<file path="src/design/imm_pkg.sv">
//------------------------------------------------------------------------------
// imm_pkg
// Shared constants, types and helpers of the integer matrix multiplier.
//------------------------------------------------------------------------------
`default_nettype none

package imm_pkg;

   localparam int MAX_DIM    = 8;
   localparam int IDX_W      = 3;
   localparam int DIM_W      = 4;
   localparam int ADDR_W     = 2 * IDX_W;
   localparam int STORE_DEPTH = MAX_DIM * MAX_DIM;
   localparam int DATA_W     = 32;
   localparam int OPC_W      = 2;
   localparam int CSR_IDX_W  = 2;
   localparam int CSR_DATA_W = 4;
   localparam int Q_DEPTH    = 4;
   localparam int Q_PTR_W    = 2;
   localparam int Q_CNT_W    = 3;

   typedef logic [OPC_W-1:0]     opcode_type;
   typedef logic [CSR_IDX_W-1:0] csr_index_type;

   localparam opcode_type OP_LOAD_A  = 2'd0;
   localparam opcode_type OP_LOAD_B  = 2'd1;
   localparam opcode_type OP_COMPUTE = 2'd2;

   localparam csr_index_type CSR_ROWS_A    = 2'd0;
   localparam csr_index_type CSR_INNER_DIM = 2'd1;
   localparam csr_index_type CSR_COLS_B    = 2'd2;

   localparam logic [DIM_W-1:0] DIM_RESET = 4'd8;

   typedef enum logic [1:0] {
      CMD_LOAD_A,
      CMD_LOAD_B,
      CMD_COMPUTE
   } cmd_kind_type;

   typedef struct packed {
      cmd_kind_type              kind;
      logic [IDX_W-1:0]          row;
      logic [IDX_W-1:0]          col;
      logic signed [DATA_W-1:0]  value;
      logic [DIM_W-1:0]          rows_a;
      logic [DIM_W-1:0]          inner_dim;
      logic [DIM_W-1:0]          cols_b;
   } cmd_type;

   typedef struct packed {
      logic full;
      logic empty;
   } q_stat_type;

   typedef struct packed {
      logic                 a_we;
      logic                 b_we;
      logic [ADDR_W-1:0]    addr;
      logic [DATA_W-1:0]    data;
   } ram_wr_type;

   typedef enum logic [1:0] {
      ST_IDLE,
      ST_ISSUE,
      ST_FINISH
   } back_state_type;

   function automatic logic [DIM_W-1:0] clamp_dim(input logic [DIM_W-1:0] v);
      logic [DIM_W-1:0] r;
      r = v;
      if (v == '0) begin
         r = DIM_W'(1);
      end else if (v > DIM_W'(MAX_DIM)) begin
         r = DIM_W'(MAX_DIM);
      end
      return r;
   endfunction

endpackage

`default_nettype wire

</file>
<file path="src/design/imm_queue.sv">
//------------------------------------------------------------------------------
// imm_queue
// Short command queue between the front end and the back end.
//------------------------------------------------------------------------------
`default_nettype none

module imm_queue (
   input  wire logic               clock,
   input  wire logic               reset,
   input  wire logic               push,
   input  wire imm_pkg::cmd_type   cmd_in,
   input  wire logic               pop,
   output imm_pkg::cmd_type        cmd_out,
   output imm_pkg::q_stat_type     stat
);

   imm_pkg::cmd_type                mem_ff [imm_pkg::Q_DEPTH];
   logic [imm_pkg::Q_PTR_W-1:0]     wr_ptr_ff, wr_ptr_in;
   logic [imm_pkg::Q_PTR_W-1:0]     rd_ptr_ff, rd_ptr_in;
   logic [imm_pkg::Q_CNT_W-1:0]     cnt_ff, cnt_in;
   logic                            do_push;
   logic                            do_pop;

   assign stat.full  = (cnt_ff == imm_pkg::Q_CNT_W'(imm_pkg::Q_DEPTH));
   assign stat.empty = (cnt_ff == '0);
   assign do_push    = push && !stat.full;
   assign do_pop     = pop && !stat.empty;
   assign cmd_out    = mem_ff[rd_ptr_ff];

   always_comb begin
      wr_ptr_in = do_push ? wr_ptr_ff + 1'b1 : wr_ptr_ff;
      rd_ptr_in = do_pop  ? rd_ptr_ff + 1'b1 : rd_ptr_ff;
      cnt_in    = cnt_ff;
      if (do_push && !do_pop) begin
         cnt_in = cnt_ff + 1'b1;
      end else if (do_pop && !do_push) begin
         cnt_in = cnt_ff - 1'b1;
      end
   end

   always_ff @(posedge clock) begin
      if (reset) begin
         wr_ptr_ff <= '0;
         rd_ptr_ff <= '0;
         cnt_ff    <= '0;
      end else begin
         wr_ptr_ff <= wr_ptr_in;
         rd_ptr_ff <= rd_ptr_in;
         cnt_ff    <= cnt_in;
      end
   end

   always_ff @(posedge clock) begin
      if (do_push) begin
         mem_ff[wr_ptr_ff] <= cmd_in;
      end
   end

endmodule

`default_nettype wire

</file>
<file path="config.mk">
export PLATFORM = sky130hd
export DESIGN_NAME = imm_queue
export DESIGN_NICKNAME = d
export VERILOG_FILES = /design/src/design/imm_pkg.sv /design/src/design/imm_queue.sv
export SDC_FILE = /design/constraint.sdc
export NUM_CORES = 1
export LEC_CHECK = 0
export ABC_AREA = 1
export BUFFER_PORTS_ARGS = -buffer_cell sky130_fd_sc_hd__buf_2
export CAP_MARGIN = 25
export CELL_PAD_IN_SITES_DETAIL_PLACEMENT = 1
export CELL_PAD_IN_SITES_GLOBAL_PLACEMENT = 1
export CORE_UTILIZATION = 43
export CTS_CLUSTER_DIAMETER = 50
export DETAILED_ROUTE_END_ITERATION = 8
export PLACE_DENSITY_LB_ADDON = 0.1
export SLEW_MARGIN = 20
export SYNTH_ARGS = -nofsm -noshare
export SYNTH_HDL_FRONTEND = slang
export SYNTH_SLANG_ARGS = --single-unit
</file>
<file path="constraint.sdc">
create_clock -name clock -period 3.5 [get_ports clock]
set_input_delay 0.7 -clock clock [delete_from_list [all_inputs] [get_ports clock]]
set_output_delay 0.7 -clock clock [all_outputs]
set_load 0.03 [all_outputs]
</file>
=== Word-level counts from Yosys, hierarchy flattened ===
Memory sizes are Yosys's and may differ from the RTL's. A register that Yosys moved wholly into a read port is not among the register bits.
Cells that the tools add are included.

* Reduce and logical (&&, ||, !) cells: 10
* Multiplexer cells: 6
* Add/subtract/negate cells: 4
* Equality and inequality tests: 1

{| class="wikitable"
|+ Operators by type and width
! cell !! number
|-
| $mux W3 || 2
|-
| $add A2 B1 Y2 const B || 2
|-
| $logic_and A1 B1 Y1 || 4
|-
| $logic_not A1 Y1 || 4
|-
| $mux W2 || 2
|-
| $add A3 B1 Y3 const B || 1
|-
| $eq A3 B3 Y1 const B || 1
|-
| $logic_not A3 Y1 || 1
|-
| $sub A3 B1 Y3 const B || 1
|-
| $mux W1 || 2
|-
| $reduce_bool A2 Y1 || 1
|}

* Input bits: 56
* Bits in writable memories: 208
* Flip-flop bits (word level): 7
* Output and inout bits: 54
* Logic and storage cells: 25
* Memories: 1

{| class="wikitable"
|+ Memories
! memory !! words !! width !! read ports !! clocked after memory_dff !! wr ports !! RTL line !! RTL
|-
| mem_ff || 4 || 52 || 1 || 1 || 1 || imm_queue.sv:17 || <nowiki>imm_pkg::cmd_type mem_ff [imm_pkg::Q_DEPTH];</nowiki>
|}

=== Longest topological paths before layout ===
Gate-level depths: netlist (run 1).

* Word-level depth: 7
* Depth in mapped cells: 13
* Mapped depth without buffers: 13

=== Least setup slack after synthesis (run 1) ===
Ideal clock, no wire load.

* Path type: input port to flip-flop
* Start point: input push
* End point: memory mem_ff[0][0] in the netlist's numbering, enable pin
* Stages on the path: 2
* Data required time: 3.038 ns
* Setup time: 0.462 ns
* Buffers on the path: 0
* Arrival time: 2.991 ns
* Path slack: 0.047 ns
* Path through: nand2_1 nor2_1

* Word-level cells in the longest chain between the ends: 3

{| class="wikitable"
|+ RTL lines
! element !! RTL line !! RTL
|-
| from (decl) || imm_queue.sv:10 || <nowiki>input wire logic push,</nowiki>
|-
| $logic_and A1 B1 Y1 || imm_queue.sv:26 || <nowiki>assign do_push = push && !stat.full;</nowiki>
|-
| $mux W1 || imm_queue.sv:54 || <nowiki>if (do_push) begin</nowiki>
|-
| $mux W1 (not written as such) || imm_queue.sv:55 || <nowiki>mem_ff[wr_ptr_ff] <= cmd_in;</nowiki>
|-
| to (decl) || imm_queue.sv:17 ||
|}

No other way between the ends.

==> flow_summary_export.csv, run 1 <==
group,metric,value,unit
detailed_routing,vias_per_cell,5.19,
detailed_routing,ant_nets,0,
placed_design,post-dp-hpwl,10900,µm
sta,setup_viol,0,
logic_synthesis,synth_fp_nets,634,
layout,nets,750,
logic_synthesis,syn_inst,572,
worst_setup_path,end_kind,"primary output",
die,die_h,145,µm
sta,fin_hold_ws,408,ps
sta,slew_headroom,0.596,
die,ioPinCount,110,
sta,tns,0,ps
cts,clkTransAtPathRegs,60,ps
sta,fin_crit,3020,ps
sta,hold_violations,0,
cts,cts_resized,0,
logic_synthesis,syn_area,8740,µm²
die,start_util,0.443,
sta,timing.fmax,331,MHz
sta,rsz0062_at_grt,"false",
layout,layout_commonest_cell,"edfxtp_1",
sta,finalMaxSlewViolations,0,
power_and_ir_drop,ir_drop,439,µV
global_routing,gr-usage-met3,0.0315,
flow_run,maxCapViolCount,0,
cts,clockBufferDepth,3,
global_routing,grt_util_met2,0.333,
worst_hold_path,holdCritPathClass,"primary input to register",
cts,cts_max_level,1,
power_and_ir_drop,power_density,794,nW/µm²
logic_synthesis,avgSynthCellArea,15.3,µm²
global_routing,grt_max_degree,105,
die,rows,51,
die,coreArea,19700,µm²
die,die_w,145,µm
detailed_routing,routed-via-count,5031,
logic_synthesis,yosysWarningCount,0,
sta,fin_crit_sh,0.864,
sta,tightestPinTransition,606,ps
global_routing,grt_use_met1,0.230,
sta,fin_skew,5.07,ps
cts,cts_sinks,217,
worst_setup_path,critPathLaunchType,"register",
placed_design,portBuffers,109,
global_routing,grt_pass1_wl,29100,µm
global_routing,antenna_found_initial,2,
power_and_ir_drop,totalPowerFinal,8.27,mW
detailed_routing,post_drt_wl_per_cell,19.4,µm
worst_setup_path,worstReg2RegStart,"cnt_ff[1]$_SDFFE_PP0P_",
global_routing,grt_usage,0.185,
global_routing,grt_overflow_total,0,
outcome,status,"complete, no violations",
cts,ctsHoldBuffers,0,
worst_setup_path,crit_fanout,58,
die,dieArea,20900,µm²
cts,cts_made_buffers,24,
worst_hold_path,min_from,"cmd_in[11]",
placed_design,place_congestion,0.713,
layout,syn2layout_area_growth,19.1,%
cts,postCtsSetupRepairBufs,0,
logic_synthesis,synth.distinct_cells,23,
power_and_ir_drop,leakage,3.60,nW
logic_synthesis,ys_seq_area_frac,0.735,
cts,insertion_delay,500,ps
worst_setup_path,arrival,2320,ps
global_routing,busiest_layer,"met2",
worst_setup_path,crit_required,2800,ps
detailed_routing,drc,0,
global_routing,grt_pass1_vias,5418,
layout,drive_gt1_frac,0.348,
worst_setup_path,worst-setup-path-type,"register to primary output",
detailed_routing,drtIter0Drc,264,
detailed_routing,drt-pass1-iter-count,4,
layout,mostFrequentLayoutCells,"edfxtp_1 (208), buf_2 (109), o21ai_0 (91), nor2_1 (74), nor2_4 (42)",
cts,root_buffer,"clkbuf_16",
detailed_routing,routed_wl,18800,µm
logic_synthesis,ys_ff_latch,217,
cts,cts_tree,"yes",
==> power breakdown <==
group / internal [mW] / total [mW] / leakage (nW) / switching (mW)
combinational: 0.691 / 2.47 / 1.21 / 1.77
clock: 1.61 / 2.55 / 0.409 / 0.943
sequential: 3.16 / 3.25 / 1.98 / 0.0871
total: 5.46 / 8.27 / 3.60 / 2.80
==> metal layers <==
metal | routed length (µm) | up-vias
li1 | - | 2353
met1 | 8070 | 2559
met2 | 9680 | 93
met3 | 773 | 24
met4 | 240 | 2
met5 | 13 | -
==> synthesized netlist by cell type (all sizes together) <==
library cell / instances / area (µm²)
xor2: 1 / 8.76
nand3: 4 / 20.0
buf: 18 / 186
nand2: 15 / 56.3
clkbuf: 14 / 52.6
ha: 5 / 62.6
nor2: 118 / 733
fa: 1 / 20.0
o22ai: 52 / 563
nand3b: 1 / 7.51
o21ai: 105 / 526
inv: 18 / 67.6
edfxtp: 208 / 6250
a21oi: 3 / 15.0
dfxtp: 9 / 180
==> kinds of logic after synthesis <==
group           share of synthesized area
flops                               0.735
simple gates                       0.0934
compound gates                      0.126
xor+xnor                          0.00100
buf+inv                            0.0351
fa+ha+maj                         0.00944
==> cell type report <==
| cell class | count | area, µm² |
|---|---|---|
| Sequential cell | 217 | 6430 |
| Tap cell | 265 | 332 |
| Fill cell | 1912 | 9300 |
| Clock buffer | 33 | 738 |
| Timing Repair Buffer | 122 | 706 |
| Clock inverter | 9 | 93.8 |
| Multi-Input combinational cell | 305 | 2040 |
| Antenna cell | 1 | 2.50 |
| Inverter | 18 | 72.6 |
==> registers in the layout (all words and copies together), names as in the netlist, named ones only <==
register   cells
mem_ff       208
rd_ptr_ff      2
cnt_ff         3
wr_ptr_ff      2
==> per-stage QoR <==
step | instances | area, µm² | util | setup WS (ps)
2_1_floorplan | 572 | 8740 | - | 46.8
3_3_place_gp | 926 | 9560 | 0.485 | 839
3_5_place_dp | 926 | 9560 | 0.485 | 814
4_1_cts | 968 | 10400 | 0.527 | 283
5_1_grt | 969 | 10400 | 0.528 | 353
6_report | 970 | 10400 | 0.528 | 476
==> worst paths after layout <==
kind / end / slack, ps / cells after the start
min: mem_ff[0][11]$_DFFE_PP_ / 410 / 1
max: cmd_out[16] / 480 / 5
min reg2reg: register / 520 / 2
max reg2reg: cnt_ff[1]$_SDFFE_PP0P_ / 1210 / 9
==> worst max-delay path, stage by stage, from the launching register on <==
cell	delay, ps
dfxtp_4	360
buf_4	410
buf_12	320
o21ai_1	120
o22ai_1	330
buf_2	270
Note: power is estimated with default switching activity, not from simulation.
==> run 2: changes to the inputs <==
--- a/config.mk
+++ b/config.mk
@@ -5,14 +5,15 @@
 export SDC_FILE = /design/constraint.sdc
 export NUM_CORES = 1
 export LEC_CHECK = 0
-export ABC_AREA = 1
+export ABC_AREA = 0
 export BUFFER_PORTS_ARGS = -buffer_cell sky130_fd_sc_hd__buf_2
 export CAP_MARGIN = 25
 export CELL_PAD_IN_SITES_DETAIL_PLACEMENT = 1
 export CELL_PAD_IN_SITES_GLOBAL_PLACEMENT = 1
-export CORE_UTILIZATION = 43
+export CORE_UTILIZATION = 45
 export CTS_CLUSTER_DIAMETER = 50
 export DETAILED_ROUTE_END_ITERATION = 8
+export GPL_ROUTABILITY_DRIVEN = 0
 export PLACE_DENSITY_LB_ADDON = 0.1
 export SLEW_MARGIN = 20
 export SYNTH_ARGS = -nofsm -noshare
==> run 2 against run 1 <==
Synthesized cell count shrank 44%. Sequential share of layout area is 4.6 points higher. Worst setup slack better by 100 ps. Sequential power is 2% higher. Non-clock buffer count fell by 6. Synthesized area decreased by 8.2%. First-iteration DRC count fell by 48%. Combinational power fell by 22%. Routed wire length shrank 20%. Final cell count fell by 29%. Die area down 12%. Largest power group unchanged. Fmax is 3.5% higher.
==> flow_summary_export.csv, run 2 <==
group,metric,value,unit
layout,nets,512,
sta,tns,0,ps
cts,clockBufferDepth,3,
logic_synthesis,syn_inst,320,
worst_hold_path,min_from,"cmd_in[48]",
global_routing,antenna_found_initial,1,
sta,tightestPinTransition,497,ps
die,ioPinCount,110,
worst_setup_path,critPathLaunchType,"register",
detailed_routing,top_layer,"met4",
logic_synthesis,ys_seq_area_frac,0.800,
detailed_routing,met3_length,854,µm
sta,fin_crit,2920,ps
sta,fin_hold_ws,405,ps
detailed_routing,met2WireLength,7800,µm
worst_setup_path,cp_top_family,"flip-flops",
worst_hold_path,min_delay_worst_endpoint,"mem_ff[0][48]$_DFFE_PP_",
worst_setup_path,arrival,2220,ps
worst_setup_path,crit_buf_inv,2,
sta,setup_viol,0,
logic_synthesis,synth_commonest_cells,"edfxtp_1 (208), mux4_2 (52), dfxtp_1 (9)",
worst_setup_path,cp_cell_sequence,"buf_12 > mux4_2 > buf_2",
detailed_routing,routed-via-count,3656,
worst_setup_path,crit_fanout,23,
cts,postCtsSetupRepairBufs,0,
sta,timing.fmax,342,MHz
worst_setup_path,reg2reg_depth,8,
sta,hold_violations,0,
global_routing,grt_max_degree,53,
logic_synthesis,yosys-top-cells-area,"edfxtp_1 (78%), mux4_2 (15%), dfxtp_1 (2.2%), buf_12 (1.2%), ha_1 (0.78%)",
detailed_routing,drc,0,
cts,cts_tree,"yes",
layout,largest-register,"mem_ff",
worst_hold_path,hold_depth,1,
logic_synthesis,synth_top_area_frac,0.778,
detailed_routing,drt-met1-wl,6120,µm
logic_synthesis,synth.distinct_cells,23,
global_routing,grt_pass1_vias,4038,
cts,clkTransAtPathRegs,60,ps
sta,slew_headroom,0.669,
detailed_routing,ant_nets,0,
worst_setup_path,crit_required,2800,ps
logic_synthesis,yosysTopAreaCell,"edfxtp_1",
logic_synthesis,syn_area,8030,µm²
cts,cts_max_level,1,
power_and_ir_drop,power_density,808,nW/µm²
worst_setup_path,max_stage_delay,670,ps
layout,syn2layout_area_growth,20.7,%
die,rows,48,
sta,fin_crit_sh,0.835,
global_routing,grt_pass1_wl,23100,µm
logic_synthesis,synth_edf_count,208,
worst_setup_path,worstReg2RegStart,"cnt_ff[1]$_SDFFE_PP0P_",
die,dieArea,18400,µm²
sta,finalMaxSlewViolations,0,
cts,insertion_delay,510,ps
layout,reg_top3,"mem_ff: 208 flops, cnt_ff: 3 flops",
cts,cts_made_buffers,25,
cts,cts_resized,0,
global_routing,grt_overflow_total,0,
sta,rsz0062_at_grt,"false",
die,die_h,136,µm
worst_setup_path,crit_slowest_cell,"dfxtp_4",
sta,fin_skew,18.3,ps
cts,cts_sinks,217,
die,start_util,0.463,
placed_design,portBuffers,109,
worst_hold_path,holdCritPathClass,"primary input to register",
worst_setup_path,r2r_end,"cnt_ff[2]$_SDFFE_PP0P_",
detailed_routing,drtIter0Drc,136,
logic_synthesis,async_flop_share,0,
detailed_routing,vias_per_cell,5.28,
layout,largest_reg_flops,208,
die,coreArea,17400,µm²
logic_synthesis,avgSynthCellArea,25.1,µm²
logic_synthesis,yosysMostFrequentCell,"edfxtp_1",
worst_setup_path,end_kind,"primary output",
layout,mostFrequentLayoutCells,"edfxtp_1 (208), buf_2 (109), mux4_2 (52), clkbuf_16 (25), dfxtp_1 (7)",
layout,layout_commonest_cell,"edfxtp_1",
worst_setup_path,r2r_slack,1340,ps
logic_synthesis,ys_ff_latch,217,
outcome,status,"complete, no violations",
cts,ctsHoldBuffers,0,
layout,drive_gt1_frac,0.467,
detailed_routing,drt-pass1-iter-count,4,
power_and_ir_drop,ir_drop,514,µV
cts,root_buffer,"clkbuf_16",
detailed_routing,routed_wl,15100,µm
placed_design,dpl.cell_count,648,
logic_synthesis,yosysWarningCount,0,
worst_setup_path,worst-setup-path-type,"register to primary output",
detailed_routing,post_drt_wl_per_cell,21.7,µm
layout,stdcell_count,693,
flow_run,maxCapViolCount,0,
global_routing,grt_usage,0.173,
power_and_ir_drop,leakage,3.29,nW
logic_synthesis,synth_ff_type,"edfxtp_1",
placed_design,post-dp-hpwl,8750,µm
die,die_w,136,µm
logic_synthesis,synth_fp_nets,382,
[run 2: cell types whose count changed after synthesis, sizes merged, moves of 3 or more]
cell    change
o21ai     -103
buf         -7
xor2        +3
clkbuf     -12
mux4       +52
inv        -14
o22ai      -52
nand3       -4
nand2      -15
and2        +4
nor2      -112
[run 2: how the worst max path moves through the flow]
stage | startpoint | to | slack, ps | cells past startpoint
after detailed placement | register | cmd_out[36] | 1040 | 3
after global routing | register | cmd_out[33] | 420 | 3
after global placement | register | cmd_out[36] | 1030 | 3
after floorplan | push | mem_ff[0][0]$_DFFE_PP_ | 880 | 3
after CTS | register | cmd_out[48] | 480 | 3
final | register | cmd_out[36] | 580 | 3
[run 2: layout make-up]
class / count / area, µm²
inverter: 4 / 15.0
sequential: 217 / 6430
multi-input combinational: 86 / 1450
tap: 225 / 282
fill: 1516 / 7660
clock inverter: 18 / 213
antenna: 1 / 2.50
clock buffer: 26 / 629
timing repair buffer: 116 / 673
[run 2: worst register-to-register path: cells and delay by family, from the launching register on]
family	cells	cell delay, ps
xor+xnor	1	160
flops	1	490
fa+ha+maj	2	600
simple gates	3	630
compound gates	1	140
buf+inv	1	60
[run 2: logic make-up after synthesis]
logic type	count (synthesis)	share of synthesized area
DFF	217	0.800
muxes	54	0.148
AOI/OAI and AO/OA	6	0.00514
and+or+nand+nor	16	0.0115
xor gates and xnor gates	4	0.00436
adders and majority gates	6	0.0103
buffers and inverters	17	0.0198
[run 2: through the flow]
step	worst slack (ps)	utilization	cell area, µm²	total power [mW]
2_1_floorplan	876	-	8030	4.84
3_3_place_gp	1030	0.510	8850	5.30
3_5_place_dp	1040	0.510	8850	5.32
4_1_cts	484	0.558	9690	7.97
5_1_grt	416	0.558	9690	8.16
6_report	578	0.558	9690	7.83
[run 2: layer usage]
| layer | vias to the layer above | GRT usage |
|---|---|---|
| met5 | - | 0 |
| met3 | 24 | 0.0419 |
| met2 | 114 | 0.302 |
| met4 | 0 | 0.0493 |
| met1 | 1898 | 0.214 |
| li1 | 1620 | - |
[run 2: where the power goes]
| group | switching (mW) | leakage, nW | internal (mW) |
|---|---|---|---|
| sequential | 0.172 | 1.98 | 3.13 |
| clock | 1.00 | 0.414 | 1.61 |
| combinational | 1.15 | 0.896 | 0.769 |
| total | 2.33 | 3.29 | 5.51 |
